[config.mk]
export PLATFORM = sky130hd
export DESIGN_NAME = ldlq_ctrl
export DESIGN_NICKNAME = d
export VERILOG_FILES = /design/src/rtl/ldlq_pkg.sv /design/src/rtl/ldlq_ctrl.sv
export VERILOG_INCLUDE_DIRS = /design/src /design/src/rtl
export SDC_FILE = /design/constraint.sdc
export NUM_CORES = 1
export LEC_CHECK = 0
export BUFFER_PORTS_ARGS = -buffer_cell sky130_fd_sc_hd__buf_2
export CAP_MARGIN = 20
export CELL_PAD_IN_SITES_DETAIL_PLACEMENT = 1
export CELL_PAD_IN_SITES_GLOBAL_PLACEMENT = 1
export CORE_MARGIN = 2
export CORE_UTILIZATION = 25
export CTS_CLUSTER_SIZE = 30
export DETAILED_ROUTE_END_ITERATION = 7
export PLACE_DENSITY = 0.73
export SYNTH_ARGS = -nofsm -noshare
export SYNTH_HDL_FRONTEND = slang
export SYNTH_SLANG_ARGS = --single-unit
[constraint.sdc]
create_clock -name clock -period 3.8 [get_ports clock]
set_input_delay 0.19 -clock clock [delete_from_list [all_inputs] [get_ports clock]]
set_output_delay 0.19 -clock clock [all_outputs]
set_load 0.02 [all_outputs]
[src/rtl/link_delay_loss_queue_macros.svh]
// Assertion macros for the link delay loss queue.
// Used by the controller and datapath modules; no other dependencies.
`ifndef LINK_DELAY_LOSS_QUEUE_MACROS_SVH
`define LINK_DELAY_LOSS_QUEUE_MACROS_SVH
`ifndef NO_ASSERTIONS
`define LDLQ_ASSERT_IMPLIES(label, clk, rst, cond, prop) \
   label: assert property (@(posedge clk) disable iff (rst) (cond) |-> (prop)) \
      else $error("assertion failed");
`define LDLQ_ASSERT_NEXT(label, clk, rst, cond, prop) \
   label: assert property (@(posedge clk) disable iff (rst) (cond) |=> (prop)) \
      else $error("assertion failed");
`else
`define LDLQ_ASSERT_IMPLIES(label, clk, rst, cond, prop)
`define LDLQ_ASSERT_NEXT(label, clk, rst, cond, prop)
`endif
`endif

[src/rtl/ldlq_pkg.sv]
// Shared types and constants for the link delay loss queue.
// No dependencies.
`timescale 1ns / 1ps
package ldlq_pkg;
   localparam logic [1:0] REQ_SUBMIT  = 2'd0;
   localparam logic [1:0] REQ_POP     = 2'd1;
   localparam logic [1:0] REQ_FLUSH   = 2'd2;
   localparam logic [1:0] REQ_RESTART = 2'd3;

   localparam logic [1:0] CSR_LATENCY = 2'd0;
   localparam logic [1:0] CSR_JITTER  = 2'd1;
   localparam logic [1:0] CSR_LOSS    = 2'd2;
   localparam logic [1:0] CSR_SEED    = 2'd3;

   localparam logic [31:0] SEED_DEFAULT = 32'h9E3779B9;
   localparam logic [6:0]  LOSS_MODULUS = 7'd100;
   // ceil(2^37 / 100): bits 63:37 of x * LOSS_RECIP give x / 100 for any 32-bit x
   localparam logic [31:0] LOSS_RECIP   = 32'h51EB851F;

   typedef enum logic [3:0] {
      ST_IDLE,
      ST_DRAW_LOSS,
      ST_DIV_LOSS,
      ST_DRAW_JIT,
      ST_DIV_JIT,
      ST_CLAMP,
      ST_READ,
      ST_EVICT,
      ST_WRITE,
      ST_POP,
      ST_DONE
   } state_type;

   // Commands from controller to datapath.
   typedef struct packed {
      logic capture;     // latch request fields
      logic draw;        // advance generator
      logic div_loss;    // start modulo by 100
      logic div_jit;     // start modulo by jitter+1
      logic add_jit;     // add remainder to delay
      logic clamp;       // form release time
      logic read_head;   // read head entry
      logic evict;       // drop head as forced output
      logic write;       // store new entry
      logic drop;        // count random drop
      logic pop;         // release head
      logic flush;
      logic restart;
      logic finish;      // load response register
   } cmd_type;

   typedef struct packed {
      logic [1:0] req_type;
      logic       size_ok;
      logic       loss_en;
      logic       jit_en;
      logic       div_busy;
      logic       lost;
      logic       full;
   } status_type;
endpackage

[src/rtl/ldlq_ctrl.sv]
// Sequencer for the link delay loss queue: one request at a time.
// Depends on ldlq_pkg and the assertion macros header.
`timescale 1ns / 1ps
`include "link_delay_loss_queue_macros.svh"
module ldlq_ctrl (
   input  logic                  clock,
   input  logic                  reset,
   input  logic                  req_fire,
   input  logic                  rsp_slot_free,
   input  ldlq_pkg::status_type  status,
   output logic                  busy,
   output ldlq_pkg::cmd_type     cmd
);
   ldlq_pkg::state_type state_ff, state_in;

   always_ff @(posedge clock) begin
      if (reset) state_ff <= ldlq_pkg::ST_IDLE;
      else       state_ff <= state_in;
   end

   always_comb begin
      state_in = state_ff;
      case (state_ff)
         ldlq_pkg::ST_IDLE: begin
            if (req_fire) begin
               case (status.req_type)
                  ldlq_pkg::REQ_SUBMIT: state_in = ldlq_pkg::ST_DRAW_LOSS;
                  ldlq_pkg::REQ_POP:    state_in = ldlq_pkg::ST_READ;
                  default:              state_in = ldlq_pkg::ST_DONE;
               endcase
            end
         end
         ldlq_pkg::ST_DRAW_LOSS: begin
            if (!status.size_ok)     state_in = ldlq_pkg::ST_DONE;
            else if (status.loss_en) state_in = ldlq_pkg::ST_DIV_LOSS;
            else if (status.jit_en)  state_in = ldlq_pkg::ST_DRAW_JIT;
            else                     state_in = ldlq_pkg::ST_CLAMP;
         end
         ldlq_pkg::ST_DIV_LOSS: begin
            if (!status.div_busy) begin
               if (status.lost)        state_in = ldlq_pkg::ST_DONE;
               else if (status.jit_en) state_in = ldlq_pkg::ST_DRAW_JIT;
               else                    state_in = ldlq_pkg::ST_CLAMP;
            end
         end
         ldlq_pkg::ST_DRAW_JIT: state_in = ldlq_pkg::ST_DIV_JIT;
         ldlq_pkg::ST_DIV_JIT: begin
            if (!status.div_busy) state_in = ldlq_pkg::ST_CLAMP;
         end
         ldlq_pkg::ST_CLAMP: state_in = status.full ? ldlq_pkg::ST_READ : ldlq_pkg::ST_WRITE;
         ldlq_pkg::ST_READ: begin
            state_in = (status.req_type == ldlq_pkg::REQ_POP) ? ldlq_pkg::ST_POP
                                                              : ldlq_pkg::ST_EVICT;
         end
         ldlq_pkg::ST_EVICT: state_in = ldlq_pkg::ST_WRITE;
         ldlq_pkg::ST_WRITE: state_in = ldlq_pkg::ST_DONE;
         ldlq_pkg::ST_POP:   state_in = ldlq_pkg::ST_DONE;
         ldlq_pkg::ST_DONE: begin
            if (rsp_slot_free) state_in = ldlq_pkg::ST_IDLE;
         end
         default: state_in = ldlq_pkg::ST_IDLE;
      endcase
   end

   always_comb begin
      cmd = '0;
      busy = (state_ff != ldlq_pkg::ST_IDLE);
      case (state_ff)
         ldlq_pkg::ST_IDLE: begin
            cmd.capture = req_fire;
            cmd.flush   = req_fire && (status.req_type == ldlq_pkg::REQ_FLUSH);
            cmd.restart = req_fire && (status.req_type == ldlq_pkg::REQ_RESTART);
         end
         ldlq_pkg::ST_DRAW_LOSS: begin
            cmd.draw     = status.size_ok && status.loss_en;
            cmd.div_loss = status.size_ok && status.loss_en;
         end
         ldlq_pkg::ST_DIV_LOSS: cmd.drop = !status.div_busy && status.lost;
         ldlq_pkg::ST_DRAW_JIT: begin
            cmd.draw    = 1'b1;
            cmd.div_jit = 1'b1;
         end
         ldlq_pkg::ST_DIV_JIT: cmd.add_jit = !status.div_busy;
         ldlq_pkg::ST_CLAMP:   cmd.clamp = 1'b1;
         ldlq_pkg::ST_READ:    cmd.read_head = 1'b1;
         ldlq_pkg::ST_EVICT:   cmd.evict = 1'b1;
         ldlq_pkg::ST_WRITE:   cmd.write = 1'b1;
         ldlq_pkg::ST_POP:     cmd.pop = 1'b1;
         ldlq_pkg::ST_DONE:    cmd.finish = rsp_slot_free;
         default: ;
      endcase
   end

   `LDLQ_ASSERT_IMPLIES(a_capture_idle, clock, reset, cmd.capture, state_ff == ldlq_pkg::ST_IDLE)
   `LDLQ_ASSERT_NEXT(a_finish_idle, clock, reset, cmd.finish, state_ff == ldlq_pkg::ST_IDLE)
   `LDLQ_ASSERT_IMPLIES(a_onehot_cmd, clock, reset, 1'b1, $onehot0({cmd.write, cmd.pop, cmd.evict}))
endmodule

* After elaboration in Yosys (flattened, before gate mapping)
Index checks and enable logic that the tools add are counted.
** Storage, ports and cells
- Bits in registers :: 4
- Latch bits :: 0
- Bits in writable memories :: 0
- Bits in read-only memories :: 0
- Output and inout bits :: 15
- Logic and storage cells :: 53
- Memories :: 0
** Cells by class
- Add/sub/neg operators :: 0
- Multipliers :: 0
- Divide/modulo/power cells :: 0
- Magnitude comparators :: 0
- Equality and inequality tests :: 17
- Shift operators :: 0
- Mux-type cells :: 25
- Bitwise gates (word level) :: 0
- Reduce and logical (&&, ||, !) cells :: 10
** Operators with widths (number)
- $pmux 4 s10 :: 1
- $mux 4 :: 8
- $eq 4x3->1 const B :: 4
- $eq 4x4->1 const B :: 3
- $mux 1 :: 11
- $eq 4x2->1 const B :: 2
- $ne 2x2->1 const B :: 4
- $pmux 4 s2 :: 1
- $mux 3 :: 2
- $eq 2x2->1 const B :: 2
- $eq 4x1->1 const B :: 1
- $logic_and 1x1->1 :: 4
- $logic_not 4->1 :: 1
- $reduce_and 4->1 :: 1
- $reduce_bool 4->1 :: 1
- $eq 2x1->1 const B :: 1
- $logic_not 2->1 :: 1
- $mux 2 :: 1
- $pmux 1 s2 :: 1
- $reduce_or 2->1 :: 1
- $logic_not 1->1 :: 1

* Logic depth before layout (Yosys ltp)
- Depth in word-level cells :: 4
- Mapped depth :: 6
- Depth with buffers taken out :: 4

* Worst setup path before layout
OpenSTA, ideal clock, no wires.
- Kind :: flip-flop to output port
- From :: reg state_ff[1]
- To :: out cmd[12] in the netlist's numbering
- Arrival time :: 1.561 ns
- Required time :: 3.610 ns
- Slack :: 2.049 ns
- Cell stages (with the launch flop) :: 4
- Path buffers :: 0
- Cells stage by stage :: dfxtp_1 -> nand2b_1 -> nor4_1 -> or2_1
** RTL lines
- from (decl) :: line ldlq_ctrl.sv:14 : ldlq_pkg::state_type state_ff, state_in;
- from (signal assigned) :: line ldlq_ctrl.sv:17 : if (reset) state_ff <= ldlq_pkg::ST_IDLE;
- from (signal assigned) :: line ldlq_ctrl.sv:18 : else state_ff <= state_in;
- to (decl) :: line ldlq_ctrl.sv:12 : output ldlq_pkg::cmd_type cmd

==> flow_summary.yaml <==
grt:
  grt_pass1_wl_mm: 3.146
  groute.layer.met1.usage_pct: 19.61
  grt_max_degree: 26
  gr-usage-met2_pct: 26.07
  grt_pass1_vias: 698
  gr-total-overflow: 0
  grt_usage_pct: 15.45
  top_usage_layer: "met2"
  use_met3_pct: 3.736
  antenna_found_initial: 0
logic_synthesis:
  synth_nets: 99
  synth.distinct_cells: 36
  synthCells: 87
  synthXorXnorAreaFrac_pct: 0
  synth_mux_area_share_pct: 1.987
  ys_seq_area_share_pct: 14.13
  ys_ff_latch: 4
  synth_area_leaders: "dfxtp_1 (14%), nor2_1 (6.0%), nand2b_1 (5.5%), nor3_1 (5.3%), nand2_1 (5.3%)"
  synthSimpleGateAreaFrac_pct: 47.46
  synth_compound_area_share_pct: 26.49
  yosys_warnings: 0
  synth-edff-count: 0
  synth_top_family_by_area: "simple AND/OR/NAND/NOR gates"
  synthesis.area_um2: 566.8
  async_flop_share_pct: 0
  yosysTopAreaCellShare_pct: 14.13
  yosysTopAreaCell: "dfxtp_1"
  synth_fa_ha_area_share_pct: 0
  syn_area_per_cell_um2: 6.515
  yosysMostFrequentCell: "nor2_1"
  synthFlopType: "dfxtp_1"
  synth_common_cells: "nor2_1 (9), nand2_1 (8), inv_1 (6), nor3_1 (6), nand2b_1 (5)"
sta:
  clock_skew_ns: 0.005513
  rsz0062_at_grt: "false"
  fin_crit_sh_pct: 51.72
  holdWs_ns: 0.2847
  fmax_mhz: 508.9
  slew-limit-headroom_pct: 48.32
  timing.setup.tns_ns: 0
  hold_viol_final: 0
  finalCriticalPeriod_ns: 1.965
  setup_viol: 0
  slew_violations: 0
  worst_pin_slew_ns: 0.7742
drt:
  via_count: 735
  dr.first_iter.drc_count: 6
  routed_wirelength_mm: 1.913
  routed_via_density: 5.288
  first_pass_iters: 4
  route.detailed.wl_per_inst_um: 13.76
  drc_errors: 0
  final_antenna_net_count: 0
worst_setup_path:
  cp_max_fo: 25
  arrival_ns: 1.78
  path_cells: "nand2b_1, nor4_1, or2_1, buf_2"
  crit_cells: 4
  max_stage_delay_ns: 0.82
  crit_required_ns: 3.61
  cp-end-kind: "output pin"
  ff2ff_path_depth: 4
  critPathBufInv: 1
  slowest_stage: "dfxtp_1"
  setup.worst_path.start_class: "flop"
  critPathTopFamily: "flip-flops"
  criticalPathCategory: "reg2out"
finish:
  layout-drive-gt1-share_pct: 27.93
  multi_input_area_um2: 430.4
  fill_cells: 305
  reg.largest.list: "state_ff (4)"
  synthToLayoutAreaGrowth_pct: 27.15
  regArea_um2: 80.08
  final_nets: 125
  largest_register: "state_ff"
  diodes: 0
  largest_register_ff_count: 4
  final_cells: 139
floorplanning:
  die_y_um: 51.62
  pin_count: 27
  fp.dieW_um: 51.62
  start_util_pct: 26.12
  coreArea_mm2: 0.002170
  die_area_mm2: 0.002664
  num_rows: 17
pwr:
  ir_drop_v: 0.0002995
  fin_total_pwr_mw: 0.5007
  p_leak_nw: 0.3262
  p_per_area_mw_per_mm2: 694.8
clocking:
  clock_latency_ns: 0.23
  cts_hold_buf: 0
  cts.sinks: 4
  cts-buffers-inserted: 3
  clockRootBuffer: "clkbuf_4"
  cts_tree: "yes"
  ctsResizeCount: 0
  cts_buffer_depth: 2
  post-cts-setup-buffer-count: 0
  cts-htree-levels: 1
  clk_pin_slew_worst_paths_ns: 0.04
flow_run:
  cap_violations: 0
placement:
  port_buffers: 26
  placedCellCount: 136
  dp_hpwl_mm: 1.495
  gp_congestion: 0.7836
min_path:
  worstHoldPathType: "in2reg"
  hold_depth: 3
status:
  status: "finished clean"
==> kinds of logic (layout without fill, tap and decap cells) <==
| kind of cell | after synthesis | after routing |
|---|---|---|
| DFF | 4 | 4 |
| muxes | 1 | 1 |
| AOI/OAI and AO/OA | 22 | 22 |
| buffers and inverters | 11 | 35 |
| and+or+nand+nor | 49 | 49 |
==> through the flow <==
step | util, % | cell area, µm² | setup WS, ns
2_1_floorplan | - | 566.8 | 2.049
3_3_place_gp | 32.18 | 698.2 | 2.077
3_5_place_dp | 32.18 | 698.2 | 2.020
4_1_cts | 33.22 | 720.7 | 1.842
5_1_grt | 33.22 | 720.7 | 1.656
6_report | 33.22 | 720.7 | 1.835
==> cells in the final DEF, fill, tap and decap left out, types with 2 or more instances in the layout <==
| master | Yosys | layout |
|---|---|---|
| and3_1 | 2 | 2 |
| dfxtp_1 | 4 | 4 |
| nor2b_1 | 2 | 2 |
| nand2b_1 | 5 | 5 |
| inv_1 | 6 | 6 |
| a21oi_1 | 4 | 4 |
| nor4_1 | 4 | 4 |
| a31oi_1 | 4 | 4 |
| nor2_1 | 9 | 9 |
| nand3b_1 | 2 | 2 |
| nand2_1 | 8 | 8 |
| nor3b_1 | 2 | 2 |
| o21ai_0 | 3 | 3 |
| o21a_1 | 2 | 2 |
| clkbuf_4 | 0 | 3 |
| nand3_1 | 2 | 2 |
| nor3_1 | 6 | 6 |
| buf_2 | 3 | 26 |
==> area by class of cell <==
class / instances / share of cell area (%)
Tap cell: 28 / 4.861
Clock buffer: 3 / 3.125
Timing Repair Buffer: 26 / 18.06
Multi-Input combinational cell: 72 / 59.72
Sequential cell: 4 / 11.11
Inverter: 6 / 3.125
==> report_power, final <==
group          total, mW  internal [mW]  switching (mW)  leakage, nW
clock             0.0519         0.0353          0.0167       0.0138
combinational      0.314          0.128           0.186        0.279
sequential         0.135         0.0598          0.0752       0.0329
==> tightest hold or removal path, cell delays in order <==
cell and delay (ns):
buf_2 0.10, or4_1 0.11, a31oi_1 0.06
==> layer usage <==
| metal | vias to the layer above | share of wire [%] |
|---|---|---|
| met5 | - | 0 |
| met4 | 0 | 0.63 |
| met3 | 2 | 4.3 |
| met2 | 16 | 48 |
| met1 | 344 | 47 |
| li1 | 373 | - |
==> path summary, 6_finish.rpt <==
kind | start | endpoint | slack [ns]
setup / recovery | state_ff[1]$_SDFFE_PP0P_ | cmd[12] | 1.83
hold / removal | rsp_slot_free | state_ff[3]$_SDFFE_PP0P_ | 0.28
setup reg to reg | state_ff[1]$_SDFFE_PP0P_ | state_ff[1]$_SDFFE_PP0P_ | 1.98
hold reg to reg | state_ff[3]$_SDFFE_PP0P_ | state_ff[0]$_SDFFE_PP0P_ | 0.70
No activity file was read; power rests on OpenSTA's default activity.
